File: src/rtl/dkvbc_pkg.sv
// Package for the digit-key Vigenere byte cipher.
// Holds field widths, character constants and configuration register indexes.
// No dependencies.
package dkvbc_pkg;

  localparam int MAX_KEY_DIGITS = 16;
  localparam int DIGIT_W        = 4;
  localparam int KEY_W          = MAX_KEY_DIGITS * DIGIT_W;
  localparam int POS_W          = $clog2(MAX_KEY_DIGITS);
  localparam int LEN_W          = 5;
  localparam int BYTE_W         = 8;
  localparam int CFG_IDX_W      = 2;
  localparam int CFG_DATA_W     = KEY_W;
  localparam int SUM_W          = 6;

  localparam logic [BYTE_W-1:0]  CHAR_A     = 8'h61;
  localparam logic [BYTE_W-1:0]  CHAR_Z     = 8'h7a;
  localparam logic [BYTE_W-1:0]  CHAR_0     = 8'h30;
  localparam logic [BYTE_W-1:0]  CHAR_9     = 8'h39;
  localparam logic [SUM_W-1:0]   ALPHA_MOD  = 6'd26;
  localparam logic [SUM_W-1:0]   DEC_MOD    = 6'd10;
  localparam logic [DIGIT_W-1:0] DIGIT_MAX  = 4'd9;
  localparam logic [LEN_W-1:0]   LEN_MIN    = 5'd1;
  localparam logic [LEN_W-1:0]   LEN_MAX    = LEN_W'(MAX_KEY_DIGITS);

  typedef enum logic [CFG_IDX_W-1:0] {
    REG_KEY_DIGITS  = 2'd0,
    REG_KEY_LENGTH  = 2'd1,
    REG_DECODE_MODE = 2'd2
  } cfg_reg_t;

endpackage

File: src/rtl/digit_key_vigenere_byte_cipher_top.sv
// Digit-key Vigenere byte cipher, top level.
// The result of each accepted input byte is registered in the output register.
// Throughput: one byte per cycle while the output is taken; the key position counter updates in the same cycle.
// Input ready drops only while the output register holds a result not yet taken.
// Synchronous reset clears the key to zero, key length to 1, encode mode, position 0.
// Depends on dkvbc_pkg.
module digit_key_vigenere_byte_cipher_top (
  input  logic                                clk,
  input  logic                                rst,
  input  logic                                cfg_write,
  input  logic [dkvbc_pkg::CFG_IDX_W-1:0]     cfg_index,
  input  logic [dkvbc_pkg::CFG_DATA_W-1:0]    cfg_data,
  input  logic                                in_valid,
  output logic                                in_ready,
  input  logic [dkvbc_pkg::BYTE_W-1:0]        in_byte,
  output logic                                out_valid,
  input  logic                                out_ready,
  output logic [dkvbc_pkg::BYTE_W-1:0]        out_byte
);

  logic [dkvbc_pkg::KEY_W-1:0]   key_digits;
  logic [dkvbc_pkg::LEN_W-1:0]   key_length;
  logic                          decode_mode;
  logic [dkvbc_pkg::POS_W-1:0]   key_position;
  logic [dkvbc_pkg::POS_W-1:0]   key_position_next;
  logic [dkvbc_pkg::BYTE_W-1:0]  out_byte_next;

  logic                          in_fire;
  logic [dkvbc_pkg::DIGIT_W-1:0] raw_digit;
  logic [dkvbc_pkg::DIGIT_W-1:0] shift;
  logic [dkvbc_pkg::LEN_W-1:0]   eff_length;
  logic [dkvbc_pkg::LEN_W-1:0]   pos_inc;
  logic                          is_alpha;
  logic                          is_dec;
  logic [dkvbc_pkg::SUM_W-1:0]   modulus;
  logic [dkvbc_pkg::SUM_W-1:0]   offset;
  logic [dkvbc_pkg::SUM_W-1:0]   sum;
  logic [dkvbc_pkg::SUM_W-1:0]   wrapped;
  logic [dkvbc_pkg::BYTE_W-1:0]  base;

  assign in_ready = !out_valid || out_ready;
  assign in_fire  = in_valid && in_ready;

  always_comb begin
    raw_digit = key_digits[key_position*dkvbc_pkg::DIGIT_W +: dkvbc_pkg::DIGIT_W];
    shift     = (raw_digit > dkvbc_pkg::DIGIT_MAX) ? dkvbc_pkg::DIGIT_MAX : raw_digit;

    is_alpha = (in_byte >= dkvbc_pkg::CHAR_A) && (in_byte <= dkvbc_pkg::CHAR_Z);
    is_dec   = (in_byte >= dkvbc_pkg::CHAR_0) && (in_byte <= dkvbc_pkg::CHAR_9);
    base     = is_alpha ? dkvbc_pkg::CHAR_A : dkvbc_pkg::CHAR_0;
    modulus  = is_alpha ? dkvbc_pkg::ALPHA_MOD : dkvbc_pkg::DEC_MOD;
    offset   = dkvbc_pkg::SUM_W'(in_byte - base);

    if (decode_mode) begin
      sum = offset + modulus - dkvbc_pkg::SUM_W'(shift);
    end else begin
      sum = offset + dkvbc_pkg::SUM_W'(shift);
    end
    wrapped = (sum >= modulus) ? (sum - modulus) : sum;

    if (is_alpha || is_dec) begin
      out_byte_next = base + dkvbc_pkg::BYTE_W'(wrapped);
    end else begin
      out_byte_next = in_byte;
    end
  end

  always_comb begin
    if (key_length == '0) begin
      eff_length = dkvbc_pkg::LEN_MIN;
    end else if (key_length > dkvbc_pkg::LEN_MAX) begin
      eff_length = dkvbc_pkg::LEN_MAX;
    end else begin
      eff_length = key_length;
    end
    pos_inc = dkvbc_pkg::LEN_W'(key_position) + dkvbc_pkg::LEN_W'(1);
    key_position_next = (pos_inc >= eff_length) ? '0 : pos_inc[dkvbc_pkg::POS_W-1:0];
  end

  always_ff @(posedge clk) begin
    if (rst) begin
      key_digits  <= '0;
      key_length  <= dkvbc_pkg::LEN_MIN;
      decode_mode <= 1'b0;
    end else if (cfg_write) begin
      unique case (cfg_index)
        dkvbc_pkg::REG_KEY_DIGITS:  key_digits  <= cfg_data;
        dkvbc_pkg::REG_KEY_LENGTH:  key_length  <= cfg_data[dkvbc_pkg::LEN_W-1:0];
        dkvbc_pkg::REG_DECODE_MODE: decode_mode <= cfg_data[0];
        default: ;
      endcase
    end
  end

  always_ff @(posedge clk) begin
    if (rst) begin
      key_position <= '0;
      out_valid    <= 1'b0;
    end else begin
      if (in_fire) begin
        key_position <= key_position_next;
        out_valid    <= 1'b1;
      end else if (out_ready) begin
        out_valid    <= 1'b0;
      end
    end
  end

  always_ff @(posedge clk) begin
    if (in_fire) begin
      out_byte <= out_byte_next;
    end
  end

endmodule
File: config.mk
export PLATFORM = sky130hd
export DESIGN_NAME = digit_key_vigenere_byte_cipher_top
export DESIGN_NICKNAME = d
export VERILOG_FILES = /design/src/rtl/dkvbc_pkg.sv /design/src/rtl/digit_key_vigenere_byte_cipher_top.sv
export SDC_FILE = /design/constraint.sdc
export NUM_CORES = 1
export LEC_CHECK = 0
export BUFFER_PORTS_ARGS = -buffer_cell sky130_fd_sc_hd__buf_2
export CORE_MARGIN = 2
export CORE_UTILIZATION = 40
export CTS_CLUSTER_SIZE = 16
export DETAILED_ROUTE_END_ITERATION = 12
export PLACE_DENSITY = 0.65
export SLEW_MARGIN = 15
export SYNTH_ARGS = -nofsm -noshare
export SYNTH_HDL_FRONTEND = slang
export SYNTH_SLANG_ARGS = --single-unit
File: constraint.sdc
create_clock -name clk -period 8.2 [get_ports clk]
set_input_delay 2.05 -clock clk [delete_from_list [all_inputs] [get_ports clk]]
set_output_delay 2.05 -clock clk [all_outputs]
set_load 0.05 [all_outputs]
---- Word level (Yosys, flattened, before mapping) ----
Cells that the tools add are included.
cells by class
  muxes and demuxes ....................... 11
  shifts and indexed selects .............. 1
  magnitude comparators ................... 8
  add/subtract/negate cells ............... 7
  reductions and logical operators ........ 12
  equality and inequality tests ........... 2
operators by type and width
  operator                                                                              count
  64-bit by 7-bit indexed part select with 4-bit output                                 1
  5-bit two-way mux                                                                     3
  6-bit two-way mux                                                                     2
  7-bit by 6-bit adder with 8-bit output                                                1
  8-bit by 6-bit greater-or-equal comparator with 1-bit output (second input constant)  1
  8-bit by 7-bit greater-or-equal comparator with 1-bit output (second input constant)  1
  8-bit by 6-bit less-or-equal comparator with 1-bit output (second input constant)     1
  8-bit by 7-bit less-or-equal comparator with 1-bit output (second input constant)     1
  4-bit two-way mux                                                                     2
  8-bit two-way mux                                                                     1
  7-bit two-way mux                                                                     1
  6-bit by 4-bit adder with 6-bit output                                                1
  6-bit by 5-bit adder with 6-bit output                                                1
  6-bit by 5-bit greater-or-equal comparator with 1-bit output                          1
  2-bit AND reduction                                                                   3
  6-bit by 4-bit subtractor with 6-bit output                                           1
  6-bit by 5-bit subtractor with 6-bit output                                           1
  6-bit subtractor                                                                      1
  4-bit by 1-bit adder with 5-bit output (second input constant)                        1
  5-bit greater-or-equal comparator                                                     1
  5-bit > comparator (second input constant)                                            1
  5-bit zero test                                                                       1
  4-bit > comparator (second input constant)                                            1
  1-bit logical AND                                                                     3
  7 further kinds                                                                       9
storage, ports and cells
  register bits after elaboration ......... 83
  bits of input ports ..................... 79
  word-level logic and storage cells ...... 47

---- Longest topological paths before layout ----
Gate-level depths: netlist (run 1).
  depth after elaboration ................. 11
  depth in mapped cells ................... 27
  depth with buffers taken out ............ 26

---- Worst setup path after synthesis (run 1) ----
Ideal clock, no wire load.
  path type ............................... input-to-reg
  start point ............................. in in_byte[2] (netlist bit)
  end point ............................... reg out_byte[5] (netlist bit) (data pin)
  setup slack ............................. 840 ps
  setup time .............................. 256 ps
  buffers on the path ..................... 1
  arrival time ............................ 7,104 ps
  stages on the path ...................... 27
  cell sequence ........................... buf_6 > a21oi_1 > nor2_1 > nor3_1 > ha_1 > ha_1 > xor2_1 > ha_1 > inv_1 > ha_1 > a221oi_1 > nor2_1 > xor2_1 > nand2_1 > o21ai_0 > ha_1 > nand3b_1 > a211oi_1 > a311o_1 > a221oi_4 > nand2_2 > mux2_2 > ha_1 > nand2_1 > mux2i_1 > nand4b_1 > o211a_1
on the way
  cells in the longest elaborated chain, start to end .. 11
RTL lines
  item                                                                                                                                       line                                       RTL
  from (decl)                                                                                                                                digit_key_vigenere_byte_cipher_top.sv:15   input logic [dkvbc_pkg::BYTE_W-1:0] in_byte,
  8-bit by 7-bit greater-or-equal comparator with 1-bit output or 8-bit by 7-bit less-or-equal comparator with 1-bit output (tied branches)  digit_key_vigenere_byte_cipher_top.sv:48   is_alpha = (in_byte >= dkvbc_pkg::CHAR_A) && (in_byte <= dkvbc_pkg::CHAR_Z);
  1-bit logical AND                                                                                                                          digit_key_vigenere_byte_cipher_top.sv:48
  7-bit two-way mux                                                                                                                          digit_key_vigenere_byte_cipher_top.sv:50   base = is_alpha ? dkvbc_pkg::CHAR_A : dkvbc_pkg::CHAR_0;
  6-bit subtractor                                                                                                                           digit_key_vigenere_byte_cipher_top.sv:52   offset = dkvbc_pkg::SUM_W'(in_byte - base);
  6-bit by 5-bit adder with 6-bit output                                                                                                     digit_key_vigenere_byte_cipher_top.sv:55   sum = offset + modulus - dkvbc_pkg::SUM_W'(shift);
  6-bit by 4-bit subtractor with 6-bit output                                                                                                digit_key_vigenere_byte_cipher_top.sv:55
  6-bit two-way mux                                                                                                                          digit_key_vigenere_byte_cipher_top.sv:54   if (decode_mode) begin
  6-bit by 5-bit subtractor with 6-bit output or 6-bit by 5-bit greater-or-equal comparator with 1-bit output (tied branches)                digit_key_vigenere_byte_cipher_top.sv:59   wrapped = (sum >= modulus) ? (sum - modulus) : sum;
  6-bit two-way mux                                                                                                                          digit_key_vigenere_byte_cipher_top.sv:59
  7-bit by 6-bit adder with 8-bit output                                                                                                     digit_key_vigenere_byte_cipher_top.sv:62   out_byte_next = base + dkvbc_pkg::BYTE_W'(wrapped);
  8-bit two-way mux (*)                                                                                                                      digit_key_vigenere_byte_cipher_top.sv:61   if (is_alpha || is_dec) begin
  via out_byte_next (one bit)                                                                                                                digit_key_vigenere_byte_cipher_top.sv:26   logic [dkvbc_pkg::BYTE_W-1:0] out_byte_next;
  to (signal assigned)                                                                                                                       digit_key_vigenere_byte_cipher_top.sv:111  out_byte <= out_byte_next;
  to (decl)                                                                                                                                  digit_key_vigenere_byte_cipher_top.sv:18   output logic [dkvbc_pkg::BYTE_W-1:0] out_byte
The timed path passes the listed nets; every way through them passes the cells marked *.
A chain may end at the register's enable or synchronous reset.

---- Worst setup path in the final report (run 1) ----
  start point ............................. in in_byte[1] (netlist bit)
  end point ............................... reg out_byte[5] (netlist bit) (data pin)
The elaborated chain is that of the path after synthesis.

==> results.sh, run 1 <==
export IMPL_synth_cell_area_mm2=0.004750
export IMPL_cts_setup_buffers=0
export IMPL_die_x_um=113.0
export IMPL_die_area_mm2=0.01276
export IMPL_design_area_mm2=0.005594
export IMPL_grt_ovfl_total=0
export IMPL_ant_nets=0
export IMPL_synth_cell_types=58
export IMPL_ys_ff_latch=83
export IMPL_areaGrowthSynthToFinish_pct=17.78
export IMPL_start_util_pct=41.24
export IMPL_start_kind="input port"
export IMPL_ctsResizeCount=0
export IMPL_clk_insertion_delay_late_ns=0.34
export IMPL_crit_fanout=6
export IMPL_status="complete, no violations"
export IMPL_async_flop_share_pct=0
export IMPL_grt_max_degree=76
export IMPL_fin_total_pwr_uw=1085
export IMPL_synth_avg_cell_area_um2=8.620
export IMPL_postRouteWirelength_um=10780
export IMPL_die_h_um=113.0
export IMPL_drtIter0Drc=178
export IMPL_crit_path_end="out_byte[5]"
export IMPL_drv_slew=0
export IMPL_crit_required_ns=8.29
export IMPL_irDropWorstVdd_uv=107.7
export IMPL_dp_slack_ns=0.3566
export IMPL_hold_slack_ns=0.4537
export IMPL_hold_viol=0
export IMPL_synth_edff_count=8
export IMPL_antenna_found_initial=0
export IMPL_yosysWarnings=0
export IMPL_finClkSkew_ns=0.004330
export IMPL_max_slew_margin_pct=38.64
export IMPL_drt_pass1_iterations=4
export IMPL_drive_gt1_share_pct=22.81
export IMPL_wire_per_inst_um=14.00
export IMPL_ys_seq_area_share_pct=36.67
export IMPL_drc_errors=0
export IMPL_grt_pass1_vias=3972
export IMPL_cts_tree="done"
export IMPL_fin_crit_sh_pct=91.55
export IMPL_viasPerCell=5.153
export IMPL_rrSetupSlack_ns=1.77
export IMPL_r2r_start="key_position[1]"
export IMPL_cts_sinks=83
export IMPL_layout_commonest_cell="nand2_1"
export IMPL_syn_nets=658
export IMPL_synth_flop_cell="dfxtp_1"
export IMPL_leakagePower_uw=0.002266
export IMPL_clkTransAtPathRegs_ns=0.06
export IMPL_nets=729
export IMPL_io_buffers=88
export IMPL_place_area_mm2=0.005278
export IMPL_period_needed_ns=7.507
export IMPL_dp_hpwl_um=7928
export IMPL_worst_slew_pin_slew_ns=0.9192
export IMPL_reg2reg_to="out_byte[5]"
export IMPL_holdBufCountCts=0
export IMPL_layout_setup_ws_ns=0.6930
export IMPL_worstSetupPathType="input port to flop"
export IMPL_cp_data_arrival_time_ns=7.60
export IMPL_io_pins=89
export IMPL_mostFrequentLayoutCells="nand2_1, buf_2, a21oi_1, dfxtp_1, inv_1"
export IMPL_grt_total_usage_pct=17.67
export IMPL_setup_violations=0
export IMPL_setup_tns_ns=0
export IMPL_root_buffer="clkbuf_16"
export IMPL_r2r_cells=23
export IMPL_coreArea_mm2=0.01152
export IMPL_cts_made_buffers=9
export IMPL_rows=39
export IMPL_end_kind="flop"
export IMPL_antenna_cells=0
export IMPL_htree_levels=3
export IMPL_rsz0062_at_grt="false"
export IMPL_powerDensity_mw_per_mm2=194.0
export IMPL_hold_class="flop to flop"
export IMPL_max_freq_mhz=133.2
export IMPL_grt_pass1_wl_um=18310
export IMPL_clockBufferDepth=2
export IMPL_gp_congestion=0.8435
export IMPL_vias=3968
export IMPL_critical_path_startpoint="in_byte[1]"
export IMPL_cap_violations=0
export IMPL_syn_instance_count=551
-- metrics by stage --
step,utilization (%),std cells
2_1_floorplan,-,551
3_3_place_gp,45.83,754
3_5_place_dp,45.83,754
4_1_cts,48.58,770
5_1_grt,48.58,770
6_report,48.58,770
-- where the power goes --
group,internal [uW],switching (uW),leakage (uW),total (uW)
Clock,267,163,0.000153,430
Sequential,427,7.67,0.000687,434
Combinational,94.3,126,0.00143,220
Total,789,296,0.00227,1080
-- routing by layer --
metal	part of all wire (%)	GRT usage, %	vias up
li1	-	-	2030
met4	2.4	7.073	0
met5	0	0	-
met3	4.4	3.589	21
met2	49	30.40	86
met1	45	21.78	1831
-- state kept, by name, indices dropped and copies added (netlist names) --
| signal | cells |
|---|---|
| decode_mode | 1 |
| key_digits | 64 |
| key_position | 4 |
| out_byte | 8 |
| out_valid | 1 |
| key_length | 5 |
-- cell usage after synthesis (2+ instances only) --
| cell | n | share of area (%) |
|---|---|---|
| o21a_1 | 3 | 0.47 |
| and2_1 | 2 | 0.26 |
| fa_1 | 2 | 0.84 |
| nor3b_1 | 2 | 0.32 |
| clkbuf_1 | 24 | 1.9 |
| a211oi_1 | 3 | 0.47 |
| a22oi_1 | 4 | 0.63 |
| nand4b_1 | 3 | 0.55 |
| xnor2_1 | 11 | 2.0 |
| edfxtp_1 | 8 | 5.1 |
| nand3b_1 | 3 | 0.47 |
| nand2b_1 | 6 | 0.79 |
| nand3_1 | 6 | 0.63 |
| and3_1 | 3 | 0.40 |
| a21oi_1 | 77 | 8.1 |
| o21ai_0 | 7 | 0.74 |
| nor3_1 | 2 | 0.21 |
| nor2b_1 | 6 | 0.79 |
| ha_1 | 26 | 6.8 |
| nand2_1 | 146 | 12 |
| nor2_1 | 26 | 2.1 |
| buf_1 | 4 | 0.32 |
| mux4_2 | 20 | 9.5 |
| xor2_1 | 6 | 1.1 |
| mux2i_1 | 11 | 2.3 |
| buf_2 | 5 | 0.53 |
| a21o_1 | 3 | 0.47 |
| inv_1 | 27 | 2.1 |
| mux2_2 | 2 | 0.47 |
| dfxtp_1 | 75 | 32 |
-- worst min path at each step --
stage,endpoint,slack [ns],cells after the start,startpoint
finish,key_digits[46],0.45,2,key_digits[46]
global route,key_digits[28],0.47,2,key_digits[28]
global placement,key_digits[20],0.44,2,key_digits[20]
floorplan,key_digits[10],0.43,2,key_digits[10]
detailed placement,key_digits[28],0.45,2,key_digits[28]
CTS,key_digits[28],0.45,2,key_digits[28]
-- critical path, cell delays in order --
cell and delay (ns):
buf_2 0.14, or4_1 0.51, nor2_1 0.10, nor3_1 0.06
ha_1 0.21, ha_1 0.20, xor2_1 0.16, ha_1 0.38
inv_1 0.12, ha_1 0.30, a221oi_1 0.26, nor2_1 0.08
xor2_1 0.14, nand2_1 0.06, o21ai_0 0.14, ha_1 0.41
nand3b_1 0.11, a211oi_1 0.06, a311o_1 0.40, a221oi_4 0.33
nand2_2 0.13, mux2_2 0.30, ha_1 0.36, nand2_1 0.07
mux2i_1 0.25, nand4b_1 0.13, o211a_1 0.14
-- area by class of cell --
cell class	instances	area (um2)
timing repair buffer	94	485.5
tap	143	178.9
multi-input combinational	407	2770
clock buffer	10	229.0
inverter	27	101.3
clock inverter	6	87.58
fill	1104	5922
sequential	83	1742
-- kinds of logic (layout without fill, tap and decap cells) --
group,Yosys count,after routing,share of synthesized area [%]
AO/OA/AOI/OAI,111,111,13.86
XOR/XNOR,18,18,3.609
multiplexers,34,34,12.75
flip-flops,83,83,36.67
buffers and inverters,61,137,5.111
adder cells (fa/ha/maj),29,29,7.903
AND/OR/NAND/NOR,215,215,20.10
Power figures use the tool's default switching activity.
==> run 2, diff against run 1 <==
- GPL_TIMING_DRIVEN: not set -> 1
- PLACE_DENSITY: 0.65 -> 0.57
==> results.sh, run 2 (synthesis results as in run 1) <==
export IMPL_antenna_found_initial=0
export IMPL_leakagePower_uw=0.002247
export IMPL_postRouteWirelength_um=10760
export IMPL_ctsResizeCount=0
export IMPL_clk_insertion_delay_late_ns=0.33
export IMPL_switching_share_pct=28.35
export IMPL_p_clk_share_pct=36.9
export IMPL_io_buffers=88
export IMPL_p_sw_uw=294.5
export IMPL_vias=3941
export IMPL_sequentialPowerShare_pct=41.8
export IMPL_crit_path_max_incr_delay_ns=0.51
export IMPL_rsz0062_at_grt="false"
export IMPL_holdBufCountCts=0
export IMPL_grt_max_degree=76
export IMPL_grt_pass1_vias=3904
export IMPL_fin_crit_sh_pct=92.78
export IMPL_coreArea_mm2=0.01152
export IMPL_crit_required_ns=8.29
export IMPL_crit_family="adder cells"
export IMPL_viasPerCell=5.125
export IMPL_cts_setup_buffers=0
export IMPL_layout_setup_ws_ns=0.5919
export IMPL_cp_data_arrival_time_ns=7.70
export IMPL_cts_made_buffers=9
export IMPL_largestRegisters="key_digits (64), out_byte (8), key_length (5)"
export IMPL_p_comb_share_pct=21.3
export IMPL_setup_violations=0
export IMPL_die_x_um=113.0
export IMPL_rows=39
export IMPL_cts_sinks=83
export IMPL_drive_gt1_share_pct=22.68
export IMPL_die_h_um=113.0
export IMPL_fin_total_pwr_uw=1039
export IMPL_regMostFlops="key_digits"
export IMPL_cp_num_buf_inv=2
export IMPL_drc_errors=0
export IMPL_dp_hpwl_um=7946
export IMPL_r2r_cells=23
export IMPL_grt_pass1_wl_um=18290
export IMPL_mostFrequentLayoutCells="nand2_1, buf_2, a21oi_1, dfxtp_1, inv_1"
export IMPL_io_pins=89
export IMPL_grt_ovfl_total=0
export IMPL_hp_start="key_digits[43]"
export IMPL_p_int_uw=744.2
export IMPL_htree_levels=3
export IMPL_die_area_mm2=0.01276
export IMPL_cpMostUsedCell="ha_1"
export IMPL_status="complete, no violations"
export IMPL_areaGrowthSynthToFinish_pct=17.02
export IMPL_root_buffer="clkbuf_16"
export IMPL_worst_slew_pin_slew_ns=0.9399
export IMPL_nets=728
export IMPL_max_slew_margin_pct=37.25
export IMPL_cts_tree="done"
export IMPL_drtIter0Drc=180
export IMPL_max_freq_mhz=131.4
export IMPL_drv_slew=0
export IMPL_worstHoldEndpoint="key_digits[43]"
export IMPL_powerDensity_mw_per_mm2=186.9
export IMPL_period_needed_ns=7.608
export IMPL_setup_tns_ns=0
export IMPL_grt_total_usage_pct=17.59
export IMPL_start_util_pct=41.24
export IMPL_gp_congestion=0.8328
export IMPL_clkTransAtPathRegs_ns=0.06
export IMPL_r2r_start="key_position[1]"
export IMPL_multi_input_area_mm2=0.002770
export IMPL_holdPathStages=2
export IMPL_crit_fanout=6
export IMPL_ant_nets=0
export IMPL_start_kind="input port"
export IMPL_fill_cells=1148
export IMPL_end_kind="flop"
export IMPL_slowest_stage="or4_1"
export IMPL_dp_slack_ns=0.2839
export IMPL_wire_per_inst_um=13.99
export IMPL_seq_area_mm2=0.001742
export IMPL_drt_pass1_iterations=6
export IMPL_hold_class="flop to flop"
export IMPL_reg2reg_to="out_byte[5]"
export IMPL_rrSetupSlack_ns=1.66
export IMPL_finish_utilization_pct=48.26
export IMPL_cap_violations=0
export IMPL_hold_viol=0
export IMPL_worstSetupPathType="input port to flop"
export IMPL_layout_commonest_cell="nand2_1"
export IMPL_clockBufferDepth=2
export IMPL_irDropWorstVdd_uv=78.82
export IMPL_largest_reg_flops=64
export IMPL_antenna_cells=0
export IMPL_finClkSkew_ns=0.006729
-- run 2: cell types whose count changed in the layout (fill, tap and decap cells not counted) --
cell       change
bufinv_16      -2
clkinv_2       -1
buf_4          -1
clkbuf_8       +2
clkinv_4       +1
-- run 2: power by group through the flow --
stage                     clock (uW)  combinational, uW  sequential (uW)
after floorplan                    0                151              455
after global placement             0                217              443
after detailed placement           0                221              443
after CTS                        391                222              434
after global routing             409                246              436
final                            383                221              434
-- run 2: area by class of cell --
class | instances | area share [%]
Inverter | 27 | 1.823
Clock inverter | 4 | 0.5628
Sequential cell | 83 | 31.34
Timing Repair Buffer | 93 | 8.600
Clock buffer | 12 | 4.615
Multi-Input combinational cell | 407 | 49.84
Tap cell | 143 | 3.219
-- run 2: worst reg2reg max path, cell delays in order, from the launching register on --
cell and delay, ns:
dfxtp_1 0.94, mux4_2 0.43, mux4_2 0.55, nor2b_1 0.22, ha_1 0.32, inv_1 0.15, ha_1 0.24, a221oi_1 0.27
nor2_1 0.09, xor2_1 0.14, nand2_1 0.06, o21ai_0 0.16, ha_1 0.42, nand3b_1 0.12, a211oi_1 0.06, a311o_1 0.41
a221oi_4 0.33, nand2_2 0.13, mux2_2 0.30, ha_1 0.36, nand2_1 0.07, mux2i_1 0.26, nand4b_1 0.14, o211a_1 0.14
-- run 2: worst max-delay path by stage --
stage                     slack (ns)        from  depth (start not counted)           to
final                           0.59  in_byte[1]                         27  out_byte[5]
after global placement          0.43  in_byte[1]                         27  out_byte[5]
after floorplan                 0.84  in_byte[2]                         27  out_byte[5]
after global routing            0.23  in_byte[1]                         27  out_byte[5]
after CTS                       0.62  in_byte[1]                         27  out_byte[5]
after detailed placement        0.28  in_byte[1]                         27  out_byte[5]
-- run 2: stage by stage --
step                      hold slack, ns  cells  area (um2)
after floorplan                   0.4331    551        4750
after detailed placement          0.4433    753        5270
after CTS                         0.4515    769        5558
final                             0.4501    769        5558
after global placement            0.4410    753        5270
after global routing              0.4717    769        5558
-- run 2: metal layers --
metal / GRT usage (%) / vias up / routed length (um)
met5: 0 / - / 0
met4: 5.447 / 0 / 176
met1: 22.40 / 1842 / 4961
li1: - / 2020 / -
met2: 30.36 / 63 / 5285
met3: 3.374 / 16 / 338
